--- config.mk ---
export PLATFORM = sky130hd
export DESIGN_NAME = ubx_frame_receiver_top
export DESIGN_NICKNAME = d
export VERILOG_FILES = /design/src/hw/rtl/ubxfr_pkg.sv /design/src/hw/rtl/ubx_frame_receiver_top.sv /design/src/hw/rtl/ubxfr_core.sv
export SDC_FILE = /design/constraint.sdc
export NUM_CORES = 1
export LEC_CHECK = 0
export BUFFER_PORTS_ARGS = -buffer_cell sky130_fd_sc_hd__buf_2
export CAP_MARGIN = 0
export CORE_ASPECT_RATIO = 0.8
export CORE_MARGIN = 2
export CORE_UTILIZATION = 35
export DETAILED_ROUTE_END_ITERATION = 10
export GPL_TIMING_DRIVEN = 0
export PLACE_DENSITY_LB_ADDON = 0.1
export SLEW_MARGIN = 20
export SYNTH_ARGS = -nofsm -noshare
export SYNTH_HDL_FRONTEND = slang
export SYNTH_SLANG_ARGS = --single-unit
--- constraint.sdc ---
create_clock -name clk -period 13 [get_ports clk]
set_input_delay 2.6 -clock clk [delete_from_list [all_inputs] [get_ports clk]]
set_output_delay 2.6 -clock clk [all_outputs]
set_load 0.01 [all_outputs]
--- src/hw/rtl/ubxfr_pkg.sv ---
// ubxfr_pkg: shared types and constants for the UBX frame receiver.
// Used by ubxfr_core and ubx_frame_receiver_top; no dependencies.
package ubxfr_pkg;

    localparam int MAX_PAYLOAD = 256;

    localparam logic [7:0] SYNC_FIRST  = 8'hB5;
    localparam logic [7:0] SYNC_SECOND = 8'h62;

    localparam logic [15:0] DEFAULT_TIMEOUT = 16'd2000;

    localparam logic [1:0] REQ_BYTE = 2'd0;
    localparam logic [1:0] REQ_TICK = 2'd1;
    localparam logic [1:0] REQ_ARM  = 2'd2;

    localparam logic [1:0] ST_OK       = 2'd0;
    localparam logic [1:0] ST_HEADER   = 2'd1;
    localparam logic [1:0] ST_CHECKSUM = 2'd2;
    localparam logic [1:0] ST_TIMEOUT  = 2'd3;

    localparam logic KIND_PAYLOAD = 1'b0;
    localparam logic KIND_DONE    = 1'b1;

    localparam logic [1:0] CFG_CLASS   = 2'd0;
    localparam logic [1:0] CFG_ID      = 2'd1;
    localparam logic [1:0] CFG_LENGTH  = 2'd2;
    localparam logic [1:0] CFG_TIMEOUT = 2'd3;

    typedef struct packed {
        logic [7:0]  hdr_class;
        logic [7:0]  exp_id;
        logic [8:0]  exp_length;
        logic [15:0] timeout_ticks;
    } cfg_t;

    typedef struct packed {
        logic        kind;
        logic [7:0]  data;
        logic [7:0]  index;
        logic [1:0]  status;
    } result_t;

endpackage

--- src/hw/rtl/ubx_frame_receiver_top.sv ---
// ubx_frame_receiver_top: configuration registers, parser core, output register + skid.
// Depends on ubxfr_pkg and ubxfr_core.
//
//  channel  direction  handshake           payload
//  in       sink       in_valid/in_stall   req_type, rx_byte
//  out      source     out_valid/out_stall result_kind, data_byte, byte_index, status
//  cfg      sink       cfg_we              cfg_index, cfg_data
//
// One beat accepted per cycle while in_stall is low; each result is registered in the
// output register, or in the skid entry when out is stalled. The parser core is
// combinational between the in port and the output register. Output register plus
// one skid entry: in_stall rises only when the skid entry is occupied. Reset returns
// the parser to idle and the registers to their defaults.
module ubx_frame_receiver_top
(
    input  logic        clk,
    input  logic        rst_n,
    input  logic        in_valid,
    output logic        in_stall,
    input  logic [1:0]  req_type,
    input  logic [7:0]  rx_byte,
    output logic        out_valid,
    input  logic        out_stall,
    output logic        result_kind,
    output logic [7:0]  data_byte,
    output logic [7:0]  byte_index,
    output logic [1:0]  status,
    input  logic        cfg_we,
    input  logic [1:0]  cfg_index,
    input  logic [15:0] cfg_data
);

    ubxfr_pkg::cfg_t    cfg_reg;
    ubxfr_pkg::result_t out_reg,  skid_reg;
    ubxfr_pkg::result_t core_res;
    logic               out_valid_reg, skid_valid_reg;
    logic               core_valid;
    logic               accept;
    logic               out_free;

    assign in_stall = skid_valid_reg;
    assign accept   = in_valid && !skid_valid_reg;
    assign out_free = !out_valid_reg || !out_stall;

    always_ff @(posedge clk or negedge rst_n)
    begin
        if (!rst_n)
        begin
            cfg_reg.hdr_class     <= 8'd1;
            cfg_reg.exp_id        <= 8'd3;
            cfg_reg.exp_length    <= 9'd16;
            cfg_reg.timeout_ticks <= ubxfr_pkg::DEFAULT_TIMEOUT;
        end
        else if (cfg_we)
        begin
            unique case (cfg_index)
                ubxfr_pkg::CFG_CLASS:   cfg_reg.hdr_class     <= cfg_data[7:0];
                ubxfr_pkg::CFG_ID:      cfg_reg.exp_id        <= cfg_data[7:0];
                ubxfr_pkg::CFG_LENGTH:  cfg_reg.exp_length    <= cfg_data[8:0];
                ubxfr_pkg::CFG_TIMEOUT: cfg_reg.timeout_ticks <= cfg_data;
            endcase
        end
    end

    ubxfr_core u_core
    (
        .clk       (clk),
        .rst_n     (rst_n),
        .accept    (accept),
        .req_type  (req_type),
        .rx_byte   (rx_byte),
        .cfg       (cfg_reg),
        .res_valid (core_valid),
        .res       (core_res)
    );

    always_ff @(posedge clk or negedge rst_n)
    begin
        if (!rst_n)
        begin
            out_valid_reg  <= 1'b0;
            skid_valid_reg <= 1'b0;
        end
        else if (skid_valid_reg)
        begin
            if (out_free)
            begin
                out_valid_reg  <= 1'b1;
                skid_valid_reg <= 1'b0;
            end
        end
        else if (core_valid)
        begin
            if (out_free)
                out_valid_reg <= 1'b1;
            else
                skid_valid_reg <= 1'b1;
        end
        else if (out_free)
        begin
            out_valid_reg <= 1'b0;
        end
    end

    always_ff @(posedge clk)
    begin
        if (skid_valid_reg)
        begin
            if (out_free)
                out_reg <= skid_reg;
        end
        else if (core_valid)
        begin
            if (out_free)
                out_reg <= core_res;
            else
                skid_reg <= core_res;
        end
    end

    assign out_valid   = out_valid_reg;
    assign result_kind = out_reg.kind;
    assign data_byte   = out_reg.data;
    assign byte_index  = out_reg.index;
    assign status      = out_reg.status;

endmodule

--- src/hw/rtl/ubxfr_core.sv ---
// ubxfr_core: frame parser state, Fletcher sums, header/checksum/timeout checks.
// One beat per cycle while accept is high; produces at most one result per beat. Depends on ubxfr_pkg.
module ubxfr_core
(
    input  logic                clk,
    input  logic                rst_n,
    input  logic                accept,
    input  logic [1:0]          req_type,
    input  logic [7:0]          rx_byte,
    input  ubxfr_pkg::cfg_t     cfg,
    output logic                res_valid,
    output ubxfr_pkg::result_t  res
);

    localparam logic [3:0] PH_IDLE    = 4'd0;
    localparam logic [3:0] PH_HUNT    = 4'd1;
    localparam logic [3:0] PH_SYNC2   = 4'd2;
    localparam logic [3:0] PH_CLASS   = 4'd3;
    localparam logic [3:0] PH_ID      = 4'd4;
    localparam logic [3:0] PH_LEN_LO  = 4'd5;
    localparam logic [3:0] PH_LEN_HI  = 4'd6;
    localparam logic [3:0] PH_PAYLOAD = 4'd7;
    localparam logic [3:0] PH_CK_A    = 4'd8;
    localparam logic [3:0] PH_CK_B    = 4'd9;

    logic [3:0]  phase_reg,    phase_next;
    logic [7:0]  sum_a_reg,    sum_a_next;
    logic [7:0]  sum_b_reg,    sum_b_next;
    logic [8:0]  count_reg,    count_next;
    logic [15:0] elapsed_reg,  elapsed_next;
    logic [7:0]  len_lo_reg,   len_lo_next;
    logic [8:0]  decl_len_reg, decl_len_next;
    logic        hdr_ok_reg,   hdr_ok_next;
    logic        ck_a_ok_reg,  ck_a_ok_next;

    logic [7:0]  sa_add;
    logic [7:0]  sb_add;
    logic [15:0] elapsed_inc;
    logic [15:0] full_len;
    logic [8:0]  count_inc;
    logic        hdr_bad;

    assign sa_add      = sum_a_reg + rx_byte;
    assign sb_add      = sum_b_reg + sa_add;
    assign elapsed_inc = (elapsed_reg == 16'hFFFF) ? elapsed_reg : elapsed_reg + 16'd1;
    assign full_len    = {rx_byte, len_lo_reg};
    assign count_inc   = count_reg + 9'd1;
    assign hdr_bad     = !hdr_ok_reg
                       || (full_len != {7'd0, cfg.exp_length})
                       || ({7'd0, cfg.exp_length} > 16'(ubxfr_pkg::MAX_PAYLOAD));

    always_comb
    begin
        phase_next    = phase_reg;
        sum_a_next    = sum_a_reg;
        sum_b_next    = sum_b_reg;
        count_next    = count_reg;
        elapsed_next  = elapsed_reg;
        len_lo_next   = len_lo_reg;
        decl_len_next = decl_len_reg;
        hdr_ok_next   = hdr_ok_reg;
        ck_a_ok_next  = ck_a_ok_reg;
        res_valid     = 1'b0;
        res.kind      = ubxfr_pkg::KIND_DONE;
        res.data      = 8'd0;
        res.index     = 8'd0;
        res.status    = ubxfr_pkg::ST_OK;

        if (accept)
        begin
            if (req_type == ubxfr_pkg::REQ_ARM)
            begin
                phase_next    = PH_HUNT;
                sum_a_next    = 8'd0;
                sum_b_next    = 8'd0;
                count_next    = 9'd0;
                elapsed_next  = 16'd0;
                len_lo_next   = 8'd0;
                decl_len_next = 9'd0;
                hdr_ok_next   = 1'b0;
                ck_a_ok_next  = 1'b0;
            end
            else if (phase_reg == PH_IDLE)
            begin
                phase_next = PH_IDLE;
            end
            else if (req_type == ubxfr_pkg::REQ_TICK)
            begin
                elapsed_next = elapsed_inc;
                if (elapsed_inc >= cfg.timeout_ticks)
                begin
                    phase_next = PH_IDLE;
                    res_valid  = 1'b1;
                    res.status = ubxfr_pkg::ST_TIMEOUT;
                end
            end
            else if (req_type == ubxfr_pkg::REQ_BYTE)
            begin
                unique case (phase_reg)
                    PH_HUNT:
                    begin
                        if (rx_byte == ubxfr_pkg::SYNC_FIRST)
                            phase_next = PH_SYNC2;
                    end
                    PH_SYNC2:
                    begin
                        if (rx_byte == ubxfr_pkg::SYNC_SECOND)
                            phase_next = PH_CLASS;
                        else if (rx_byte != ubxfr_pkg::SYNC_FIRST)
                            phase_next = PH_HUNT;
                    end
                    PH_CLASS:
                    begin
                        sum_a_next  = sa_add;
                        sum_b_next  = sb_add;
                        hdr_ok_next = (rx_byte == cfg.hdr_class);
                        phase_next  = PH_ID;
                    end
                    PH_ID:
                    begin
                        sum_a_next  = sa_add;
                        sum_b_next  = sb_add;
                        hdr_ok_next = hdr_ok_reg && (rx_byte == cfg.exp_id);
                        phase_next  = PH_LEN_LO;
                    end
                    PH_LEN_LO:
                    begin
                        sum_a_next  = sa_add;
                        sum_b_next  = sb_add;
                        len_lo_next = rx_byte;
                        phase_next  = PH_LEN_HI;
                    end
                    PH_LEN_HI:
                    begin
                        sum_a_next    = sa_add;
                        sum_b_next    = sb_add;
                        decl_len_next = full_len[8:0];
                        if (hdr_bad)
                        begin
                            phase_next = PH_IDLE;
                            res_valid  = 1'b1;
                            res.status = ubxfr_pkg::ST_HEADER;
                        end
                        else
                        begin
                            count_next = 9'd0;
                            phase_next = (full_len == 16'd0) ? PH_CK_A : PH_PAYLOAD;
                        end
                    end
                    PH_PAYLOAD:
                    begin
                        sum_a_next = sa_add;
                        sum_b_next = sb_add;
                        res_valid  = 1'b1;
                        res.kind   = ubxfr_pkg::KIND_PAYLOAD;
                        res.data   = rx_byte;
                        res.index  = count_reg[7:0];
                        count_next = count_inc;
                        if (count_inc >= decl_len_reg)
                            phase_next = PH_CK_A;
                    end
                    PH_CK_A:
                    begin
                        ck_a_ok_next = (rx_byte == sum_a_reg);
                        phase_next   = PH_CK_B;
                    end
                    PH_CK_B:
                    begin
                        phase_next = PH_IDLE;
                        res_valid  = 1'b1;
                        res.status = (ck_a_ok_reg && rx_byte == sum_b_reg)
                                   ? ubxfr_pkg::ST_OK : ubxfr_pkg::ST_CHECKSUM;
                    end
                    default:
                    begin
                        phase_next = PH_IDLE;
                    end
                endcase
            end
        end
    end

    always_ff @(posedge clk or negedge rst_n)
    begin
        if (!rst_n)
        begin
            phase_reg    <= PH_IDLE;
            sum_a_reg    <= 8'd0;
            sum_b_reg    <= 8'd0;
            count_reg    <= 9'd0;
            elapsed_reg  <= 16'd0;
            len_lo_reg   <= 8'd0;
            decl_len_reg <= 9'd0;
            hdr_ok_reg   <= 1'b0;
            ck_a_ok_reg  <= 1'b0;
        end
        else
        begin
            phase_reg    <= phase_next;
            sum_a_reg    <= sum_a_next;
            sum_b_reg    <= sum_b_next;
            count_reg    <= count_next;
            elapsed_reg  <= elapsed_next;
            len_lo_reg   <= len_lo_next;
            decl_len_reg <= decl_len_next;
            hdr_ok_reg   <= hdr_ok_next;
            ck_a_ok_reg  <= ck_a_ok_next;
        end
    end

endmodule

==> metrics <==
Pwr Density 163 mW/mm^2; end of the critical path u_core.sum_b_reg[7]$_DFFE_PN0P_; critical-path maximum fanout 3; critical-path cell with the highest stage delay fa_1; Syn. warnings 0; clock buffer depth 2; worst r2r src u_core.elapsed_reg[0]$_DFFE_PN0P_; vias per std cell 5.09; max FFs per register 41; WP buf/inv 1; Final Setup Violations 0; Synth Register Bits 145; antenna violations before repair 0; violation count after the first detailed-route iteration 352; core area 0.0234 mm^2; Syn Nets 865; final period utilization 39.2%; max-slew violations 0; CTS Buf Count 17; Fin Setup TNS 0 ns; synthesized area 0.00832 mm^2; drt pass-1 iters 5; DP HPWL 15.3 mm; RePlAce Congestion 0.904; hold_ws 0.482 ns; worst r2r path cells 14; Final Hold Vio Count 0; Worst-Skew Late Latency 0.43 ns; mean post-synth cell area 10.6 um^2; Tightest Pin Transition 0.779 ns; Max stage delay on crit path 0.42 ns; ANT cells 0; clk slew on worst S/H paths 0.06 ns; Starting Density 35.6%; Overall Power 1.56 mW; Hold WC Path Type reg2reg; Die X 176 um; delay-heaviest family, CP compound AO/OA/AOI/OAI gates; critical path required time 13.31 ns; minimum clock period 5.10 ns; Top Ports 54; CTS H-Tree Depth 4; Max-slew headroom 47.8%; Post CTS Setup Buffer Count 0; layout cells sized above 1 19.6%; Final #Nets 939; CP Launch Point rx_byte[0]; status finished, final reports clean; WL final 20.4 mm; post-synthesis sequential area ratio 46.0%; Buffers on Ports 52; Layout area overhead 15.5%; CP endpoint kind flop; final worst setup slack 7.90 ns; Syn Inst Count 786; vias in the first global route 6133; max cap viols 0; Setup CP Type in2reg; Clock Skew 0.0115 ns; Post-synth top flop dfrtp_1; ys async rst share 73.8%; leakage 4.25 nW; TritonCTS Sinks 145; DRC viols 0; RSZ-0062 raised after global routing no; total number of vias 6029; Post-synth EDFFs 38; arrival time worst endpoint 5.41 ns; GR Util All Layers 17.1%; final routed wire length divided by cell count 17.2 um; gr ovfl total 0; # rows 50; Hold-fix buffers, CTS 0; CTS tree built; Fill cells 2315; largest net degree at the start of global routing 61; total area of sequential cells 0.00383 mm^2; fmax 0.196 GHz; Post-DRT Antenna Nets 0; critical path depth 14; die height 142 um; reg2reg end skid_reg[10]$_DFFE_PP_; distinct cell type count after synthesis 72; crit start category input port; setup slack at placement 7.45 ns; post-cts resize count 0; first-pass GRT wire length 33.3 mm; reg2reg setup slack 8.62 ns; multi-input combinational cell area 0.00415 mm^2; CTS Root Cell clkbuf_16; full die area 0.0250 mm^2; CP Cell Sequence buf_2 -> ha_1 -> fa_1 -> a21o_1 -> a21oi_1 -> o21bai_1 -> a21oi_1 -> xnor2_1 -> ha_1 -> or3_1 -> o211ai_1 -> xnor2_1 -> nor3b_1 -> a221o_1; Max VDD drop 0.0826 mV
[cells by family after synthesis]
| logic type | Yosys count | synth area share (%) |
|---|---|---|
| and+or+nand+nor | 248 | 16.2 |
| DFF | 145 | 46.0 |
| muxes | 46 | 6.21 |
| adders and majority gates | 46 | 7.09 |
| buffers and inverters | 68 | 4.24 |
| AOI/OAI and AO/OA | 172 | 13.8 |
| xor gates and xnor gates | 61 | 6.42 |
[area by class of cell]
class                   instances  area share, %
multi-input cells             573           43.2
flip-flops and latches        145           39.9
clock buffers                  22           4.99
well taps                     312           4.06
repair buffers                 55           3.25
plain buffers                  32           2.26
inverters                      36           1.41
clock inverters                10           1.02
[tightest hold or removal path, stage by stage (launching register included)]
cell     delay [ns]
dfrtp_1        0.34
nand2_1        0.05
o21ai_0        0.06
[cell usage in the layout (no fill, tap or decap), drive strengths merged, types with 28 or more instances in the layout]
cell type  instances
xnor2             41
mux2              45
buf               68
clkbuf            40
a21oi             32
dfrtp             97
a21o              28
nor2              35
ha                44
o21ai             54
inv               41
nand2b            29
nand2             62
edfxtp            38
[per-stage QoR]
stage	utilization [%]	std cells	area (um^2)
2_1_floorplan	-	786	8320
3_3_place_gp	38.4	1150	8970
3_5_place_dp	38.6	1153	9040
4_1_cts	41.1	1185	9610
5_1_grt	41.1	1185	9610
6_report	41.1	1185	9610
[metal layers]
layer	vias to the layer above	GRT usage, %	part of all wire [%]
met5	-	0	0
met4	0	5.09	1.1
met3	14	3.29	3.3
met2	94	26.5	45
met1	2952	24.4	51
li1	2969	-	-
[power by group]
group / internal [mW] / switching, mW
Sequential: 0.539 / 0.0622
Combinational: 0.221 / 0.254
Clock: 0.284 / 0.203
[synthesized netlist by cell type, drive strengths merged (4+ instances only)]
library cell	n	share of area, %
dfrtp	97	29
nand2	62	2.8
o21ai	54	3.2
mux2	45	6.1
ha	44	6.6
xnor2	41	4.3
edfxtp	38	14
inv	36	1.6
nor2	35	1.6
a21oi	32	1.9
nand2b	29	2.2
a21o	28	2.5
nand3	27	1.8
xor2	20	2.1
and2	19	1.4
clkbuf	18	1.1
nor3	16	1.0
a22o	15	1.6
nor4	14	1.5
buf	13	1.5
nand4	13	0.98
o31ai	11	0.99
dfstp	10	3.2
and3	8	0.62
nor2b	6	0.45
a211oi	4	0.42
and4	4	0.44
o211ai	4	0.42
o21a	4	0.36
or3	4	0.36
[worst min path at each step]
| stage | start | to | slack [ns] | cells after the start |
|---|---|---|---|---|
| final | u_core.decl_len_reg[5]$_DFFE_PN0P_ | u_core.decl_len_reg[5]$_DFFE_PN0P_ | 0.48 | 2 |
| after detailed placement | u_core.decl_len_reg[5]$_DFFE_PN0P_ | u_core.decl_len_reg[5]$_DFFE_PN0P_ | 0.47 | 2 |
| after global placement | u_core.sum_a_reg[2]$_DFFE_PN0P_ | u_core.sum_a_reg[2]$_DFFE_PN0P_ | 0.47 | 2 |
| after floorplan | u_core.decl_len_reg[1]$_DFFE_PN0P_ | u_core.decl_len_reg[1]$_DFFE_PN0P_ | 0.45 | 2 |
| after global routing | u_core.decl_len_reg[5]$_DFFE_PN0P_ | u_core.decl_len_reg[5]$_DFFE_PN0P_ | 0.52 | 2 |
| after CTS | u_core.decl_len_reg[5]$_DFFE_PN0P_ | u_core.decl_len_reg[5]$_DFFE_PN0P_ | 0.49 | 2 |
(Power assumes the default switching activity.)
